<file path="config.mk">
export PLATFORM = sky130hd
export DESIGN_NAME = nd_snake_scan_index_generator
export DESIGN_NICKNAME = d
export VERILOG_FILES = /design/src/hw/rtl/nssig_pkg.sv /design/src/hw/rtl/nd_snake_scan_index_generator.sv
export VERILOG_INCLUDE_DIRS = /design/src /design/src/hw/rtl
export SDC_FILE = /design/constraint.sdc
export NUM_CORES = 1
export LEC_CHECK = 0
export BUFFER_PORTS_ARGS = -buffer_cell sky130_fd_sc_hd__buf_4
export CORE_MARGIN = 10
export CORE_UTILIZATION = 30
export DETAILED_ROUTE_END_ITERATION = 7
export PLACE_DENSITY_LB_ADDON = 0.2
export SETUP_SLACK_MARGIN = 0.1
export SLEW_MARGIN = 20
export SYNTH_ARGS = -nofsm -noshare
export SYNTH_HDL_FRONTEND = slang
export SYNTH_SLANG_ARGS = --single-unit
</file>
<file path="constraint.sdc">
create_clock -name i_clk -period 23 [get_ports i_clk]
set_clock_uncertainty 0.15 [all_clocks]
set_input_delay 4.6 -clock i_clk [delete_from_list [all_inputs] [get_ports i_clk]]
set_output_delay 4.6 -clock i_clk [all_outputs]
set_load 0.05 [all_outputs]
</file>
<file path="src/hw/rtl/nd_snake_scan_index_generator_assert.svh">
// ----------------------------------------------------------------------------
// Assertion macros for the N-dimensional snake scan index generator
// Shared helpers for clocked implication checks with synchronous reset.
// ----------------------------------------------------------------------------
`ifndef ND_SNAKE_SCAN_INDEX_GENERATOR_ASSERT_SVH
`define ND_SNAKE_SCAN_INDEX_GENERATOR_ASSERT_SVH

// Same-cycle implication, disabled while reset is asserted.
`define NSSIG_ASSERT_NOW(label, clk, rst_n, ante, cons, msg) \
    label: assert property (@(posedge clk) disable iff (!rst_n) (ante) |-> (cons)) \
        else $error(msg);

// Next-cycle implication, disabled while reset is asserted.
`define NSSIG_ASSERT_NEXT(label, clk, rst_n, ante, cons, msg) \
    label: assert property (@(posedge clk) disable iff (!rst_n) (ante) |=> (cons)) \
        else $error(msg);

`endif

</file>
<file path="src/hw/rtl/nssig_pkg.sv">
// ----------------------------------------------------------------------------
// nssig_pkg
// Types, constants and the step-pick function of the snake scan generator.
// ----------------------------------------------------------------------------
package nssig_pkg;

    localparam int MAX_DIMS = 4;
    localparam int MAX_SIZE = 256;
    localparam int DIM_W    = $clog2(MAX_DIMS);
    localparam int POS_W    = 8;
    localparam int SIZE_W   = 9;
    localparam int ND_W     = 3;
    localparam int IDX_W    = 32;

    typedef enum logic [2:0] {
        REG_DIMS_USED = 3'd0,
        REG_SIZE_DIM0 = 3'd1,
        REG_SIZE_DIM1 = 3'd2,
        REG_SIZE_DIM2 = 3'd3,
        REG_SIZE_DIM3 = 3'd4
    } t_reg_idx;

    typedef logic [MAX_DIMS-1:0][POS_W-1:0]  t_coords;
    typedef logic [MAX_DIMS-1:0][SIZE_W-1:0] t_sizes;

    typedef struct packed {
        logic             found;
        logic [DIM_W-1:0] dim;
        logic             fwd;
    } t_pick;

    // Innermost dimension that can still move in its snake direction.
    // A dimension runs backward when the outer coordinates have odd parity.
    function automatic t_pick f_pick(input t_coords c, input t_sizes s);
        t_pick p;
        logic  par;
        p   = '0;
        par = 1'b0;
        for (int k = 0; k < MAX_DIMS; k++) begin
            if (!par) begin
                if (({1'b0, c[k]} + SIZE_W'(1)) < s[k]) begin
                    p.found = 1'b1;
                    p.dim   = DIM_W'(k);
                    p.fwd   = 1'b1;
                end
            end else if (c[k] != '0) begin
                p.found = 1'b1;
                p.dim   = DIM_W'(k);
                p.fwd   = 1'b0;
            end
            par = par ^ c[k][0];
        end
        return p;
    endfunction

endpackage

</file>
<file path="src/hw/rtl/nd_snake_scan_index_generator.sv">
// ----------------------------------------------------------------------------
// nd_snake_scan_index_generator
// Emits the boustrophedon visiting order of an up to 4-D grid, one point
// per request, with its row-major linear index and coordinates.
// ----------------------------------------------------------------------------
// A request's result is registered and shown in the cycle after its accept.
// Throughput: one request per cycle barring output stalls and settling, set
// by the single-pass step logic between walk state and result registers.
// Reset (synchronous, active low) restores one dimension of size one, ends
// any walk, and holds off requests while the stride multipliers settle. Every
// configuration write holds off requests; a defined index also ends the walk.
`include "nd_snake_scan_index_generator_assert.svh"

module nd_snake_scan_index_generator
    import nssig_pkg::*;
(
    input  logic              i_clk,
    input  logic              i_rst_n,
    // Configuration write port
    input  logic              i_cfg_we,
    input  logic [2:0]        i_cfg_idx,
    input  logic [SIZE_W-1:0] i_cfg_data,
    // Request channel
    input  logic              i_in_valid,
    output logic              o_in_ready,
    input  logic              i_restart,
    // Result channel
    output logic              o_out_valid,
    input  logic              i_out_ready,
    output logic [IDX_W-1:0]  o_linear_index,
    output logic [POS_W-1:0]  o_pos0,
    output logic [POS_W-1:0]  o_pos1,
    output logic [POS_W-1:0]  o_pos2,
    output logic [POS_W-1:0]  o_pos3,
    output logic              o_last_point,
    output logic              o_no_point
);

    // The two stride products each take one registered multiply, the outer one
    // from the inner, so the strides are valid only once both have settled.
    localparam logic [1:0] SETTLE_CYCLES = 2'd2;

    // Configuration registers.
    logic [ND_W-1:0]  r_dims_used;
    t_sizes           r_size;

    // Walk state.
    t_coords          r_coord, n_coord;
    logic [IDX_W-1:0] r_index, n_index;
    logic             r_walk_active, n_walk_active;

    // Precomputed strides of the two outer dimensions.
    logic [2*SIZE_W-2:0] r_stride1;
    logic [3*SIZE_W-3:0] r_stride0;
    logic [1:0]          r_settle;

    // Result register.
    logic             r_out_valid;
    logic [IDX_W-1:0] r_out_index;
    t_coords          r_out_pos;
    logic             r_out_last;
    logic             r_out_none;

    logic             w_accept;
    logic [ND_W-1:0]  w_nd;
    t_sizes           w_es;
    t_pick            w_pick_cur;
    t_pick            w_pick_nxt;
    logic [IDX_W-1:0] w_delta;
    logic             w_none;
    logic             w_cfg_hit;
    logic             w_in_range;

    // ------------------------------------------------------------------
    // Configuration. A write to a defined register ends any walk.
    // ------------------------------------------------------------------
    always_comb begin
        unique case (t_reg_idx'(i_cfg_idx))
            REG_DIMS_USED, REG_SIZE_DIM0, REG_SIZE_DIM1,
            REG_SIZE_DIM2, REG_SIZE_DIM3: w_cfg_hit = i_cfg_we;
            default:                      w_cfg_hit = 1'b0;
        endcase
    end

    always_ff @(posedge i_clk) begin
        if (!i_rst_n) begin
            r_dims_used <= ND_W'(1);
            r_size      <= {MAX_DIMS{SIZE_W'(1)}};
        end else if (i_cfg_we) begin
            unique case (t_reg_idx'(i_cfg_idx))
                REG_DIMS_USED: r_dims_used <= i_cfg_data[ND_W-1:0];
                REG_SIZE_DIM0: r_size[0]   <= i_cfg_data;
                REG_SIZE_DIM1: r_size[1]   <= i_cfg_data;
                REG_SIZE_DIM2: r_size[2]   <= i_cfg_data;
                REG_SIZE_DIM3: r_size[3]   <= i_cfg_data;
                default: ;
            endcase
        end
    end

    // Effective dimension count clamps to 1..MAX_DIMS. Each size clamps to
    // 1..MAX_SIZE, and a dimension outside the used range acts as size one,
    // which keeps it pinned at zero and out of the strides.
    always_comb begin
        if (r_dims_used == '0) begin
            w_nd = ND_W'(1);
        end else if (r_dims_used > ND_W'(MAX_DIMS)) begin
            w_nd = ND_W'(MAX_DIMS);
        end else begin
            w_nd = r_dims_used;
        end
        for (int k = 0; k < MAX_DIMS; k++) begin
            if (ND_W'(k) >= w_nd || r_size[k] == '0) begin
                w_es[k] = SIZE_W'(1);
            end else if (r_size[k] > SIZE_W'(MAX_SIZE)) begin
                w_es[k] = SIZE_W'(MAX_SIZE);
            end else begin
                w_es[k] = r_size[k];
            end
        end
    end

    // Stride of dimension d is the product of all inner effective sizes.
    always_ff @(posedge i_clk) begin
        r_stride1 <= (2*SIZE_W-1)'(w_es[2]) * (2*SIZE_W-1)'(w_es[3]);
        r_stride0 <= (3*SIZE_W-2)'(w_es[1]) * (3*SIZE_W-2)'(r_stride1);
    end

    always_ff @(posedge i_clk) begin
        if (!i_rst_n) begin
            r_settle <= SETTLE_CYCLES;
        end else if (i_cfg_we) begin
            r_settle <= SETTLE_CYCLES;
        end else if (r_settle != '0) begin
            r_settle <= r_settle - 2'd1;
        end
    end

    // ------------------------------------------------------------------
    // Handshake. The result register frees up in the same cycle it drains.
    // ------------------------------------------------------------------
    assign o_in_ready = (r_settle == '0) && (!r_out_valid || i_out_ready);
    assign w_accept   = i_in_valid && o_in_ready;

    // ------------------------------------------------------------------
    // Step logic: pick the innermost movable dimension, move it by one and
    // adjust the linear index by that dimension's stride.
    // ------------------------------------------------------------------
    assign w_pick_cur = f_pick(r_coord, w_es);

    always_comb begin
        case (w_pick_cur.dim)
            2'd0:    w_delta = IDX_W'(r_stride0);
            2'd1:    w_delta = IDX_W'(r_stride1);
            2'd2:    w_delta = IDX_W'(w_es[3]);
            default: w_delta = IDX_W'(1);
        endcase
    end

    always_comb begin
        n_coord       = r_coord;
        n_index       = r_index;
        n_walk_active = r_walk_active;
        w_none        = 1'b0;
        if (i_restart) begin
            n_coord       = '0;
            n_index       = '0;
            n_walk_active = 1'b1;
        end else if (!r_walk_active) begin
            w_none = 1'b1;
        end else if (!w_pick_cur.found) begin
            // Advancing past the final point ends the walk.
            n_coord       = '0;
            n_index       = '0;
            n_walk_active = 1'b0;
            w_none        = 1'b1;
        end else if (w_pick_cur.fwd) begin
            n_coord[w_pick_cur.dim] = r_coord[w_pick_cur.dim] + POS_W'(1);
            n_index                 = r_index + w_delta;
        end else begin
            n_coord[w_pick_cur.dim] = r_coord[w_pick_cur.dim] - POS_W'(1);
            n_index                 = r_index - w_delta;
        end
    end

    // The point just reached is the last one when nothing can move from it.
    assign w_pick_nxt = f_pick(n_coord, w_es);

    always_ff @(posedge i_clk) begin
        if (!i_rst_n) begin
            r_coord       <= '0;
            r_index       <= '0;
            r_walk_active <= 1'b0;
        end else if (w_cfg_hit) begin
            r_coord       <= '0;
            r_index       <= '0;
            r_walk_active <= 1'b0;
        end else if (w_accept) begin
            r_coord       <= n_coord;
            r_index       <= n_index;
            r_walk_active <= n_walk_active;
        end
    end

    // ------------------------------------------------------------------
    // Result register. A result without a point carries zeros elsewhere.
    // ------------------------------------------------------------------
    always_ff @(posedge i_clk) begin
        if (!i_rst_n) begin
            r_out_valid <= 1'b0;
        end else if (w_accept) begin
            r_out_valid <= 1'b1;
        end else if (i_out_ready) begin
            r_out_valid <= 1'b0;
        end
    end

    always_ff @(posedge i_clk) begin
        if (w_accept) begin
            r_out_index <= w_none ? '0 : n_index;
            r_out_pos   <= w_none ? '0 : n_coord;
            r_out_last  <= !w_none && !w_pick_nxt.found;
            r_out_none  <= w_none;
        end
    end

    assign o_out_valid    = r_out_valid;
    assign o_linear_index = r_out_index;
    assign o_pos0         = r_out_pos[0];
    assign o_pos1         = r_out_pos[1];
    assign o_pos2         = r_out_pos[2];
    assign o_pos3         = r_out_pos[3];
    assign o_last_point   = r_out_last;
    assign o_no_point     = r_out_none;

    // ------------------------------------------------------------------
    // Assertions
    // ------------------------------------------------------------------
    always_comb begin
        w_in_range = 1'b1;
        for (int k = 0; k < MAX_DIMS; k++) begin
            if ({1'b0, r_coord[k]} >= w_es[k]) begin
                w_in_range = 1'b0;
            end
        end
    end

    `NSSIG_ASSERT_NOW(a_idle_state_zero, i_clk, i_rst_n,
        !r_walk_active, (r_index == '0) && (r_coord == '0),
        "walk state not cleared while no walk is active")

    `NSSIG_ASSERT_NOW(a_coord_in_grid, i_clk, i_rst_n,
        1'b1, w_in_range,
        "coordinate outside its effective dimension size")

    `NSSIG_ASSERT_NOW(a_no_point_zero, i_clk, i_rst_n,
        r_out_valid && r_out_none,
        (r_out_index == '0) && (r_out_pos == '0) && !r_out_last,
        "result without a point carries nonzero fields")

    `NSSIG_ASSERT_NEXT(a_cfg_holds_off, i_clk, i_rst_n,
        i_cfg_we, !o_in_ready,
        "request accepted before strides settled after a write")

    `NSSIG_ASSERT_NEXT(a_result_drains, i_clk, i_rst_n,
        r_out_valid && i_out_ready && !w_accept, !r_out_valid,
        "result register still valid after being taken")

endmodule

</file>
==> results.tsv <==
metric	value	unit
synth_area	21400	µm²
crit_path_end_kind	output pin	
vias_per_cell	5.25	
min_path_type	reg2reg	
path_max_fanout	2	
p_leak	0.0104	µW
drive_gt1_share	8.68	%
clk_pin_slew	0.06	ns
synth_nets	2935	
max_freq	100	MHz
routabilityCongestion	0.877	
grtUsageTotal	16.8	%
hold_buffers	0	
synth_top_family_by_area	adder cells	
core	70400	µm²
final_util	34.0	%
grt_pass1_vias	18700	
status	completed	
fin_crit_sh	43.4	%
synth-edff-count	66	
startpoint	i_out_ready	
yosysUniqueCellTypes	101	
cts_tree	yes	
synth-compound-area-share	16.5	%
numCtsBuffers	28	
rrSetupSlack	13.36	ns
grt_first_pass_wirelength	110	mm
crit-reg2reg-capture	o_last_point	
hold_violations	0	
worstPathRequired	18.25	ns
rows	97	
cts_resized	0	
post_cts.repair.setup_buffers	0	
route.detailed.drc	0	
synth_warnings	0	
power.density	42.6	nW/µm²
grt_max_degree	65	
worstMarginPinSlew	1.05	ns
final_nets	2948	
portBuffers	85	
rr_startpoint	r_size[13]	
path_class	in2out	
dominantRegCellSynth	dfxtp_1	
die_width	287	µm
wl_met3	3.69	mm
ir_drop	0.0000437	V
worstSkewPairLatency	0.58	ns
period_needed	9.97	ns
initial_utilization	30.4	%
clockRootBuffer	clkbuf_16	
wl_per_cell	19.9	µm
route.top_layer_used	met4	
fp.dieH	287	µm
drv_cap	0	
syn_inst	2569	
ys_seq_area_share	23.2	%
synthArstFlopShare	0	%
ant_nets	0	
avgSynthCellArea	8.33	µm²
power	1020	µW
dr.first_iter.drc_count	1360	
worstSetupStartpointType	primary input	
wl	70.4	mm
r2r_cells	31	
finalMaxSlewViolations	0	
fill_cells	7386	
numClockSinks	215	
area_delta_synth_final	11.8	%
cts_max_level	1	
synthSimpleGateAreaFrac	21.4	%
fin_tns_setup	0	ns
grt.overflow.total	0	
wl_met1	31.2	mm
drtPass1Iterations	7	
ioPinCount	86	
clockBufferDepth	3	
synth_fa_ha_area_share	25.8	%
dp_hpwl	54.1	mm
synthXorXnorAreaFrac	4.78	%
num_vias	18600	
antenna_found_initial	1	
maxSlewHeadroom	29.7	%
timing.critical_path.to	o_in_ready	
dr_wl_met2	33.2	mm
yosys-mux-area-fraction	1.45	%
rsz0062_at_grt	false	
setup-violations-final	0	
cp_data_arrival_time	5.22	ns
dieArea	82400	µm²
synth-seq-cells	215	
cell type report:
| cell class | count | area [µm²] | share of cell area, % |
|---|---|---|---|
| multi-input cells | 1967 | 15000 | 62.6 |
| clock inverters | 16 | 205 | 0.857 |
| clock buffers | 36 | 772 | 3.22 |
| repair buffers | 119 | 893 | 3.73 |
| well taps | 940 | 1180 | 4.91 |
| flip-flops and latches | 215 | 4960 | 20.7 |
| inverters | 251 | 945 | 3.95 |
| diodes | 1 | 2.50 | 0.0105 |
flip-flops by register name, indices dropped and copies added (netlist names), 3 cells and up:
signal,flops
r_index,32
o_linear_index,32
r_coord,32
o_pos3,8
o_pos2,8
o_pos0,8
r_dims_used,3
r_stride0,25
r_stride1,17
o_pos1,8
r_size,36
power breakdown:
| part | internal, µW | switching, µW |
|---|---|---|
| Sequential | 396 | 3.68 |
| Combinational | 47.3 | 99.6 |
| Clock | 283 | 190 |
| Total | 726 | 293 |
cell usage in the layout (no fill, tap or decap), types with 15 or more instances in the layout:
master     count
mux2i_1       22
inv_1        246
dfxtp_1      149
a21boi_0      45
clkbuf_16     29
nor2_1       236
nand4_1       16
o21ai_0       60
a21oi_1      123
a21o_1        22
a31oi_1       16
xor2_1        31
nand3_1       61
buf_4        119
edfxtp_1      66
and2_1        52
ha_1         193
a211oi_1      15
nand2_1      378
a22oi_1       35
fa_1         155
nor2b_1       19
nor3_1        44
o21a_1        17
xnor2_1       84
and3_1        76
nand2b_1      16
nor4_1        15
how the worst min path moves through the flow:
| stage | from | endpoint | slack (ns) | depth (start not counted) |
|---|---|---|---|---|
| final | r_size[33] | r_size[33] | 0.33 | 2 |
| after global routing | r_size[25] | r_size[25] | 0.36 | 2 |
| after CTS | r_size[33] | r_size[33] | 0.33 | 2 |
| after detailed placement | r_size[33] | r_size[33] | 0.32 | 2 |
| after global placement | r_dims_used[0] | r_dims_used[0] | 0.31 | 2 |
| after floorplan | r_index[26] | r_index[26] | 0.29 | 2 |
cell usage after synthesis, types with 16 or more instances:
master	count	area, µm²
a21boi_0	45	338
a21o_1	22	165
a21oi_1	123	616
a22oi_1	35	263
a31oi_1	16	100
and2_1	52	325
and3_1	76	475
clkbuf_1	108	405
dfxtp_1	149	2980
edfxtp_1	66	1980
fa_1	155	3100
ha_1	193	2410
inv_1	246	923
mux2i_1	22	220
nand2_1	380	1430
nand2b_1	16	100
nand3_1	61	305
nand4_1	16	100
nor2_1	238	893
nor2b_1	19	119
nor3_1	45	225
o21a_1	17	128
o21ai_0	61	305
xnor2_1	84	736
xor2_1	31	272
per-stage QoR:
step | worst slack [ns] | hold slack [ns] | cells | instance area, µm²
floorplan | 13.12 | 0.291 | 2569 | 21400
global placement | 13.01 | 0.310 | 3492 | 23000
detailed placement | 13.02 | 0.323 | 3492 | 23000
CTS | 13.02 | 0.331 | 3544 | 23900
global route | 12.80 | 0.362 | 3544 | 23900
finish | 13.03 | 0.331 | 3545 | 23900
critical path: stages:
cell,delay [ns]
buf_4,0.11
nand2b_1,0.14
and2_1,0.18
buf_4,0.19
per-layer routing:
metal	vias up	global-route usage, %
li1	8833	-
met1	9173	22.2
met2	491	28.1
met3	111	1.72
met4	0	5.94
met5	-	0
cells by family (layout without fill, tap and decap cells):
| logic type | Yosys count | in the layout |
|---|---|---|
| compound gates | 491 | 491 |
| xor+xnor | 116 | 116 |
| fa+ha+maj | 348 | 348 |
| buf+inv | 387 | 422 |
| flops | 215 | 215 |
| mux | 30 | 30 |
| other cells | 0 | 1 |
| simple gates | 982 | 982 |
(Power assumes the default switching activity.)
